## config.mk

```make
export PLATFORM = sky130hd
export DESIGN_NAME = sync_checksum_frame_demux_top
export DESIGN_NICKNAME = d
export VERILOG_FILES = /design/src/hw/rtl/scfd_pkg.sv /design/src/hw/rtl/scfd_in_stage.sv /design/src/hw/rtl/scfd_parser.sv /design/src/hw/rtl/sync_checksum_frame_demux_top.sv
export SDC_FILE = /design/constraint.sdc
export NUM_CORES = 1
export LEC_CHECK = 0
export ABC_CLOCK_PERIOD_IN_PS = 3800
export BUFFER_PORTS_ARGS = -buffer_cell sky130_fd_sc_hd__buf_2
export CELL_PAD_IN_SITES_DETAIL_PLACEMENT = 0
export CELL_PAD_IN_SITES_GLOBAL_PLACEMENT = 1
export CORE_MARGIN = 1
export CORE_UTILIZATION = 47
export CTS_BUF_LIST = sky130_fd_sc_hd__clkbuf_8
export DETAILED_ROUTE_END_ITERATION = 7
export PLACE_DENSITY = 0.84
export SKIP_LAST_GASP = 1
export SYNTH_ARGS = -nofsm -noshare
export SYNTH_HDL_FRONTEND = slang
export SYNTH_SLANG_ARGS = --single-unit
```

## constraint.sdc

```tcl
create_clock -name clk -period 3.8 [get_ports clk]
set_input_delay 0.38 -clock clk [delete_from_list [all_inputs] [get_ports clk]]
set_output_delay 0.38 -clock clk [all_outputs]
set_load 0.02 [all_outputs]
```

## src/hw/rtl/scfd_pkg.sv

```systemverilog
// ----------------------------------------------------------------------------
// scfd_pkg
// Types and constants shared by the frame demultiplexer modules.
// ----------------------------------------------------------------------------
package scfd_pkg;

  localparam int unsigned HEADER_BYTES = 4;

  localparam logic [7:0] SYNC_BYTE_RST = 8'hF9;
  localparam logic [7:0] PROTO_VER_RST = 8'h00;

  typedef enum logic [1:0] {
    CFG_SYNC_BYTE = 2'd0,
    CFG_PROTO_VER = 2'd1
  } cfg_idx_t;

  typedef enum logic [1:0] {
    MODE_IDLE = 2'd0,
    MODE_HEAD = 2'd1,
    MODE_BODY = 2'd2
  } mode_t;

  typedef enum logic [2:0] {
    KIND_TEXT      = 3'd0,
    KIND_HEAD_HELD = 3'd1,
    KIND_HEAD_OK   = 3'd2,
    KIND_HEAD_BAD  = 3'd3,
    KIND_BODY      = 3'd4
  } kind_t;

  // Position of the last header byte.
  localparam logic [7:0] HEAD_LAST_POS = 8'(HEADER_BYTES - 1);

  // Input register contents handed to the parser.
  typedef struct packed {
    logic       valid;
    logic [7:0] rx_byte;
  } stage_t;

endpackage

```

## src/hw/rtl/scfd_in_stage.sv

```systemverilog
// ----------------------------------------------------------------------------
// scfd_in_stage
// Input register: captures one received byte per request.
// ----------------------------------------------------------------------------
module scfd_in_stage
  import scfd_pkg::*;
(
  input  logic       clk,
  input  logic       rst_n,
  input  logic       in_valid,
  output logic       in_ready,
  input  logic [7:0] in_rx_byte,
  input  logic       take,
  output stage_t     stage
);

  logic       valid_r, valid_nxt;
  logic [7:0] byte_r;
  logic       load;

  // The register may refill in the same cycle the parser empties it.
  assign in_ready  = !valid_r || take;
  assign load      = in_valid && in_ready;
  assign valid_nxt = load ? 1'b1 : (take ? 1'b0 : valid_r);

  always_ff @(posedge clk) begin
    if (!rst_n) begin
      valid_r <= 1'b0;
    end else begin
      valid_r <= valid_nxt;
    end
  end

  always_ff @(posedge clk) begin
    if (load) begin
      byte_r <= in_rx_byte;
    end
  end

  assign stage.valid   = valid_r;
  assign stage.rx_byte = byte_r;

endmodule

```

## src/hw/rtl/scfd_parser.sv

```systemverilog
// ----------------------------------------------------------------------------
// scfd_parser
// Deframing state machine, configuration registers and result register.
// ----------------------------------------------------------------------------
module scfd_parser
  import scfd_pkg::*;
(
  input  logic       clk,
  input  logic       rst_n,
  input  logic       cfg_we,
  input  logic [1:0] cfg_index,
  input  logic [7:0] cfg_wdata,
  input  stage_t     stage,
  output logic       take,
  output logic       out_valid,
  input  logic       out_ready,
  output logic [2:0] out_kind,
  output logic [7:0] out_data_byte,
  output logic [7:0] out_body_index,
  output logic       out_body_last,
  output logic [8:0] out_body_count
);

  logic [7:0] sync_byte_r;
  logic [7:0] proto_ver_r;

  mode_t      mode_r, mode_nxt;
  logic [7:0] pos_r, pos_nxt;
  logic [7:0] sum_r, sum_nxt;
  logic       vm_r, vm_nxt;
  logic [7:0] len_r, len_nxt;
  logic       out_valid_r, out_valid_nxt;

  kind_t      kind_r, kind_nxt;
  logic [7:0] data_r;
  logic [7:0] index_r, index_nxt;
  logic       last_r, last_nxt;
  logic [8:0] count_r, count_nxt;

  logic [7:0] b;
  logic [7:0] h_pos, h_sum, h_sum_new;
  logic       h_vm, h_vm_new;
  logic [7:0] h_len_new;
  logic       load;

  assign b    = stage.rx_byte;
  assign load = stage.valid && (!out_valid_r || out_ready);
  assign take = load;

  // Configuration registers; out-of-range indexes are dropped.
  always_ff @(posedge clk) begin
    if (!rst_n) begin
      sync_byte_r <= SYNC_BYTE_RST;
      proto_ver_r <= PROTO_VER_RST;
    end else if (cfg_we) begin
      case (cfg_index)
        CFG_SYNC_BYTE: sync_byte_r <= cfg_wdata;
        CFG_PROTO_VER: proto_ver_r <= cfg_wdata;
        default: ;
      endcase
    end
  end

  // A sync byte seen while idle enters the header with cleared accumulators.
  always_comb begin
    if (mode_r == MODE_HEAD) begin
      h_pos = pos_r;
      h_sum = sum_r;
      h_vm  = vm_r;
    end else begin
      h_pos = '0;
      h_sum = '0;
      h_vm  = 1'b0;
    end
    h_sum_new = h_sum + b;
    h_vm_new  = (h_pos == 8'd1) ? (b == proto_ver_r) : h_vm;
    h_len_new = (h_pos == 8'd2) ? b : len_r;
  end

  always_comb begin
    mode_nxt  = mode_r;
    pos_nxt   = pos_r;
    sum_nxt   = sum_r;
    vm_nxt    = vm_r;
    len_nxt   = len_r;
    kind_nxt  = KIND_TEXT;
    index_nxt = '0;
    last_nxt  = 1'b0;
    count_nxt = '0;
    case (mode_r)
      MODE_IDLE, MODE_HEAD: begin
        if (mode_r == MODE_IDLE && b != sync_byte_r) begin
          kind_nxt = KIND_TEXT;
        end else begin
          sum_nxt = h_sum_new;
          vm_nxt  = h_vm_new;
          len_nxt = h_len_new;
          if (h_pos >= HEAD_LAST_POS) begin
            pos_nxt = '0;
            if (h_vm_new && h_sum_new == 8'd0) begin
              mode_nxt  = MODE_BODY;
              kind_nxt  = KIND_HEAD_OK;
              count_nxt = {1'b0, h_len_new} + 9'd1;
            end else begin
              mode_nxt = MODE_IDLE;
              kind_nxt = KIND_HEAD_BAD;
            end
          end else begin
            mode_nxt = MODE_HEAD;
            pos_nxt  = h_pos + 8'd1;
            kind_nxt = KIND_HEAD_HELD;
          end
        end
      end
      MODE_BODY: begin
        kind_nxt  = KIND_BODY;
        index_nxt = pos_r;
        last_nxt  = (pos_r >= len_r);
        count_nxt = {1'b0, len_r} + 9'd1;
        if (pos_r >= len_r) begin
          mode_nxt = MODE_IDLE;
          pos_nxt  = '0;
        end else begin
          pos_nxt = pos_r + 8'd1;
        end
      end
      default: begin
        mode_nxt = MODE_IDLE;
        pos_nxt  = '0;
        kind_nxt = KIND_TEXT;
      end
    endcase
  end

  assign out_valid_nxt = load ? 1'b1 : (out_ready ? 1'b0 : out_valid_r);

  always_ff @(posedge clk) begin
    if (!rst_n) begin
      mode_r      <= MODE_IDLE;
      pos_r       <= '0;
      sum_r       <= '0;
      vm_r        <= 1'b0;
      len_r       <= '0;
      out_valid_r <= 1'b0;
    end else begin
      out_valid_r <= out_valid_nxt;
      if (load) begin
        mode_r <= mode_nxt;
        pos_r  <= pos_nxt;
        sum_r  <= sum_nxt;
        vm_r   <= vm_nxt;
        len_r  <= len_nxt;
      end
    end
  end

  always_ff @(posedge clk) begin
    if (load) begin
      kind_r  <= kind_nxt;
      data_r  <= b;
      index_r <= index_nxt;
      last_r  <= last_nxt;
      count_r <= count_nxt;
    end
  end

  assign out_valid      = out_valid_r;
  assign out_kind       = kind_r;
  assign out_data_byte  = data_r;
  assign out_body_index = index_r;
  assign out_body_last  = last_r;
  assign out_body_count = count_r;

endmodule

```

## src/hw/rtl/sync_checksum_frame_demux_top.sv

```systemverilog
// ----------------------------------------------------------------------------
// sync_checksum_frame_demux_top
// Splits a byte line into plain text and sync/length/checksum framed bodies.
// ----------------------------------------------------------------------------
//  channel | direction | handshake            | payload
//  --------+-----------+----------------------+------------------------------
//  in      | input     | in_valid / in_ready  | in_rx_byte
//  out     | output    | out_valid / out_ready| kind, data, index, last, count
//  cfg     | input     | cfg_we               | cfg_index, cfg_wdata
//
//  One request per clock is taken unless the output stalls; one result per byte.
//  Each byte passes the input register, then the parser's result register.
//  The parser state advances only when a byte moves into the result register.
//  A stalled output holds its result; the input register still takes one more byte.
//  Synchronous active-low reset clears the frame state and restores the registers.
// ----------------------------------------------------------------------------
module sync_checksum_frame_demux_top
  import scfd_pkg::*;
(
  input  logic       clk,
  input  logic       rst_n,
  input  logic       cfg_we,
  input  logic [1:0] cfg_index,
  input  logic [7:0] cfg_wdata,
  input  logic       in_valid,
  output logic       in_ready,
  input  logic [7:0] in_rx_byte,
  output logic       out_valid,
  input  logic       out_ready,
  output logic [2:0] out_kind,
  output logic [7:0] out_data_byte,
  output logic [7:0] out_body_index,
  output logic       out_body_last,
  output logic [8:0] out_body_count
);

  stage_t stage;
  logic   take;

  scfd_in_stage u_in_stage (
    .clk        (clk),
    .rst_n      (rst_n),
    .in_valid   (in_valid),
    .in_ready   (in_ready),
    .in_rx_byte (in_rx_byte),
    .take       (take),
    .stage      (stage)
  );

  scfd_parser u_parser (
    .clk            (clk),
    .rst_n          (rst_n),
    .cfg_we         (cfg_we),
    .cfg_index      (cfg_index),
    .cfg_wdata      (cfg_wdata),
    .stage          (stage),
    .take           (take),
    .out_valid      (out_valid),
    .out_ready      (out_ready),
    .out_kind       (out_kind),
    .out_data_byte  (out_data_byte),
    .out_body_index (out_body_index),
    .out_body_last  (out_body_last),
    .out_body_count (out_body_count)
  );

endmodule

```

# Word level (Yosys, flattened, before mapping)
# Cells that the tools add are included.
[op_classes] n_addsub=5 magnitude_cmp=2 n_eq_ne=9 n_mux=26 bitwise_logic=1 reduce_logical=19
[ops] cell="8-bit two-way mux" n=6
[ops] cell="9-bit two-way mux" n=3
[ops] cell="8-bit by 1-bit adder with 9-bit output (second input constant)" n=2
[ops] cell="9-bit one-hot mux with 2 select lines" n=1
[ops] cell="8-bit by 1-bit adder with 8-bit output (second input constant)" n=2
[ops] cell="8-bit one-hot mux with 2 select lines" n=1
[ops] cell="2-bit two-way mux" n=5
[ops] cell="8-bit adder" n=1
[ops] cell="8-bit by 1-bit == test with 1-bit output (second input constant)" n=1
[ops] cell="8-bit by 2-bit == test with 1-bit output (second input constant)" n=1
[ops] cell="8-bit == test" n=1
[ops] cell="8-bit by 2-bit greater-or-equal comparator with 1-bit output (second input constant)" n=1
[ops] cell="8-bit greater-or-equal comparator" n=1
[ops] cell="8-bit zero test" n=1
[ops] cell="8-bit inequality test" n=1
[ops] cell="1-bit two-way mux" n=7
[ops] cell="3-bit one-hot mux with 2 select lines" n=1
[ops] cell="2-bit AND reduction" n=3
[ops] cell="3-bit AND reduction" n=2
[ops] cell="2-bit by 1-bit == test with 1-bit output (second input constant)" n=2
[ops] cell="1-bit logical AND" n=4
[ops] cell="2-bit zero test" n=2
[ops] cell="2-bit one-hot mux with 2 select lines" n=1
[ops] cell="2-bit nonzero test" n=2
[ops] cell="other kinds (8)" n=10
[totals] ff_bits=82 in_bits=23 output_inout_bits=31 elab_cells=77

# Longest topological paths before layout
[depth] depth_word=9 mapped_depth=16 mapped_depth_nobuf=13

# Modules after synthesis
# A second synthesis with hierarchy kept.
[hier_totals] cells_unflattened=464 area_unflattened_um2=4588.2
[by_module_without_submodules] module="scfd_parser" instances=1 cells_each=450 area_each_um2=4282.9 seq_area_each_um2=1751.7
[by_module_without_submodules] module="scfd_in_stage" instances=1 cells_each=14 area_each_um2=305.3 seq_area_each_um2=260.2

# Least setup slack after synthesis
# OpenSTA, ideal clock, no wires.
[synth_path] path_type="register -> register" startpoint="reg u_parser.mode_r[0]" endpoint="reg u_parser.count_r[3] (netlist: u_parser.out_body_count[3]), data pin" setup_ns=0.165 t_arrival_ns=3.042 required_time_ns=3.635 setup_slack_ns=0.593 path_stages_with_launch=13 path_buffers=2 synth_period_minus_slack_ns=3.207 path_cell_list="dfxtp_1 nor2b_1 buf_4 nand2_1 inv_1 ha_1 a211oi_1 o31ai_1 a211oi_1 xor2_1 or4b_1 buf_6 o31ai_2"
[synth_between] elab_chain_cells=9 elab_cells_between_ends=21 cone_classes="2 x add/sub; 1 x order compare; 4 x eq/ne; 9 x mux; 5 x reduce/logical"
[synth_rtl] item="start, declared" line_no="scfd_parser.sv:27" rtl="mode_t mode_r, mode_nxt;"
[synth_rtl] item="start signal, assigned" line_no="scfd_parser.sv:148" rtl="mode_r <= mode_nxt;"
[synth_rtl] item="2-bit by 1-bit == test with 1-bit output" line_no="scfd_parser.sv:66, scfd_parser.sv:90"
[synth_rtl] item="8-bit two-way mux" line_no="scfd_parser.sv:66" rtl="if (mode_r == MODE_HEAD) begin"
[synth_rtl] item="8-bit by 2-bit == test with 1-bit output (tied with other cells)" line_no="scfd_parser.sv:77" rtl="h_len_new = (h_pos == 8'd2) ? b : len_r;"
[synth_rtl] item="8-bit two-way mux (tied with other cells)" line_no="scfd_parser.sv:77"
[synth_rtl] item="8-bit by 1-bit adder with 9-bit output / 1-bit logical AND (equally long branches)" line_no="scfd_parser.sv:103, scfd_parser.sv:100"
[synth_rtl] item="9-bit two-way mux" line_no="scfd_parser.sv:100" rtl="if (h_vm_new && h_sum_new == 8'd0) begin"
[synth_rtl] item="9-bit two-way mux" line_no="scfd_parser.sv:98" rtl="if (h_pos >= HEAD_LAST_POS) begin"
[synth_rtl] item="9-bit two-way mux" line_no="scfd_parser.sv:92" rtl="if (mode_r == MODE_IDLE && b != sync_byte_r) begin"
[synth_rtl] item="9-bit one-hot mux with 2 select lines *" line_no="scfd_parser.sv:90" rtl="case (mode_r)"
[synth_rtl] item="via u_parser.count_nxt[3]" line_no="scfd_parser.sv:38" rtl="logic [8:0] count_r, count_nxt;"
[synth_rtl] item="end signal, assigned" line_no="scfd_parser.sv:163" rtl="count_r <= count_nxt;"
[synth_rtl] item="end, declared" line_no="scfd_parser.sv:38"
# Mark *: on every way through the listed nets, which the timed path passes. The rest lies on a longest branch.
# A chain may end at the register's enable or synchronous reset.

# Worst setup path in the final report
[layout_path] startpoint="reg u_parser.mode_r[0]" endpoint="reg u_parser.count_r[5] (netlist: u_parser.out_body_count[5]), data pin"
# The elaborated chain is that of the path after synthesis.

==> flow_summary_export.csv <==
group,metric,value,unit
status,status,"completed",
placement,finalWeightedCongestion,0.853,
final_layout,layout.cells.non_filler,648,
sta,max_freq,292,MHz
sta,min_period,3.43,ns
routing,via_per_inst,5.49,
die,ioPinCount,54,
sta,final-setup-viol-count,0,
sta,rsz0062_at_grt,"false",
final_layout,stdcell_area,5130,um^2
sta,fin_setup_tns,0,ns
final_layout,largest_reg_flops,9,
sta,slew_headroom,0.278,
die,chipHeight,101,um
global_routing,grtUsageTotal,0.214,
logic_synthesis,syn_area,4560,um^2
die,die_x,101,um
power,total_power,1.74,mW
setup_path,required,3.99,ns
final_layout,final_common_cell,"buf_2",
final_layout,num_antenna_cells,0,
global_routing,first_global_vias,3431,
hold_path,hp-class,"input pin to flip-flop",
logic_synthesis,yosysUniqueCellTypes,68,
placement,place_ws,0.00180,ns
placement,post_dp_cell_area,4910,um^2
final_layout,postLayoutCoreUtil,0.550,
routing,drc,0,
setup_path,critical_path_class,"flip-flop to flip-flop",
final_layout,fillCellCount,830,
routing,first_pass_iters,4,
logic_synthesis,yosys-top-cells-area,"edfxtp_1, dfxtp_1, ha_1, mux2i_1, nor2_1",
routing,drtIter0Drc,198,
logic_synthesis,synth_top_area_frac,0.243,
clocking,htree_levels,3,
logic_synthesis,syn_area_per_cell,9.77,um^2
logic_synthesis,synth-edff-count,37,
clocking,cts-buffers-inserted,9,
routing,routed_wl,10.1,mm
clocking,cts_sinks,82,
routing,wl_per_cell,15.6,um
logic_synthesis,syn_inst,467,
setup_path,critPathArrivalTime,3.61,ns
clocking,max-clock-path-buffers,2,
sta,slew_violations,0,
routing,ant_nets,0,
logic_synthesis,async_flop_share,0,
logic_synthesis,yosysWarnings,0,
global_routing,antenna_found_initial,0,
sta,setup_slack,0.373,ns
logic_synthesis,syn-num-nets,512,
sta,finClkSkew,0.00795,ns
power,p_leak,1.94,nW
sta,hold_ws,0.193,ns
logic_synthesis,synth_ff_type,"dfxtp_1",
final_layout,area_growth,12.4,%
final_layout,final_cell_mix,"buf_2, nor2_1, nand2_1, dfxtp_1, edfxtp_1",
global_routing,grt-ovfl-total,0,
die,start_util,0.489,
routing,num_vias,3559,
placement,placedCellCount,632,
run,drv_cap,0,
setup_path,cp-end-kind,"flip-flop",
die,design.die.area,10100,um^2
sta,fin_crit_sh,0.902,
sta,worst_pin_slew,1.08,ns
die,coreArea,9330,um^2
power,peakVddDrop,0.000192,V
clocking,clkTransAtPathRegs,0.09,ns
power,power_density,339,nW/um^2
setup_path,critPathLaunchType,"flip-flop",
clocking,post_cts_buffers,0,
sta,hold_viol,0,
clocking,clockRootBuffer,"clkbuf_8",
setup_path,cp_max_fo,9,
placement,hpwl,7.40,mm
final_layout,nNetsFinal,559,
logic_synthesis,synth_area_leader_cell,"edfxtp_1",
global_routing,grt_max_degree,37,
die,num_rows,35,
final_layout,drive_gt1_frac,0.202,
clocking,cts_tree,"done",
placement,io_buffers,53,
global_routing,grt_pass1_wl,16.7,mm
logic_synthesis,synth-seq-cells,82,
clocking,clk_latency,0.36,ns
logic_synthesis,yosysSeqAreaShare,0.441,
-- final timing paths --
check,from,end,slack [ns],depth (start not counted)
setup / recovery,u_parser.mode_r[0],u_parser.out_body_count[5],0.37,11
setup reg to reg,u_parser.mode_r[0],u_parser.out_body_count[5],0.37,11
hold reg to reg,u_parser.sync_byte_r[2],u_parser.sync_byte_r[2],0.48,2
hold / removal,in_rx_byte[0],u_in_stage.byte_r[0],0.19,1
-- final cells by class --
class                           instances  area [um^2]  area share
Timing Repair Buffer                   61          325      0.0634
Clock buffer                           10          138      0.0268
Inverter                               22         82.6      0.0161
Clock inverter                          6         66.3      0.0129
Sequential cell                        82         2010       0.392
Multi-Input combinational cell        338         2340       0.457
Tap cell                              129          161      0.0315
-- power by group --
part	internal, mW	switching (mW)	total [mW]
clock	0.323	0.324	0.646
combinational	0.0460	0.0769	0.123
sequential	0.947	0.0221	0.969
-- logic make-up after synthesis --
logic type	after synthesis	synth area share
DFF	82	0.441
AOI/OAI and AO/OA	72	0.124
xor gates and xnor gates	35	0.0672
muxes	22	0.0485
and+or+nand+nor	187	0.210
buffers and inverters	47	0.0480
adders and majority gates	22	0.0620
-- metal layers --
metal  part of all wire  global-route usage  wire length (um)
met1               0.45               0.271              4540
met2               0.49               0.359              4970
met3              0.038              0.0423               384
met4              0.020              0.0836               203
met5                  0                   0                 0
-- worst max-delay path, stage by stage, from the launching register on --
cell and delay [ns]:
dfxtp_1 0.50, nor2b_4 0.29, and2_1 0.16, ha_1 0.17, inv_1 0.06, fa_1 0.40
xnor2_1 0.16, nor3b_1 0.22, o221ai_1 0.17, a211oi_2 0.23, or4b_4 0.62, o31ai_2 0.27
-- cells in the mapped netlist, drive strengths merged, types with 3 or more instances --
cell     n
nand4    7
o211ai   5
nor2b    3
edfxtp  37
a31oi    6
inv     22
nand2b   6
xnor2   20
or3      3
o21ai    8
ha      21
o31ai   11
a211oi   6
a22oi    3
and2    16
nand3   24
xor2    15
mux2i   21
clkbuf  15
or2      4
nor3     4
buf      9
nor4     6
nand2   46
nor2    53
a21oi   18
dfxtp   45
and3     3
-- what timing repair did --
item | CTS | global route
resized for setup | 1 | 2
setup endpoints to repair | 7 | 9
hold buffers | 0 | 0
Note: power is estimated with default switching activity, not from simulation.
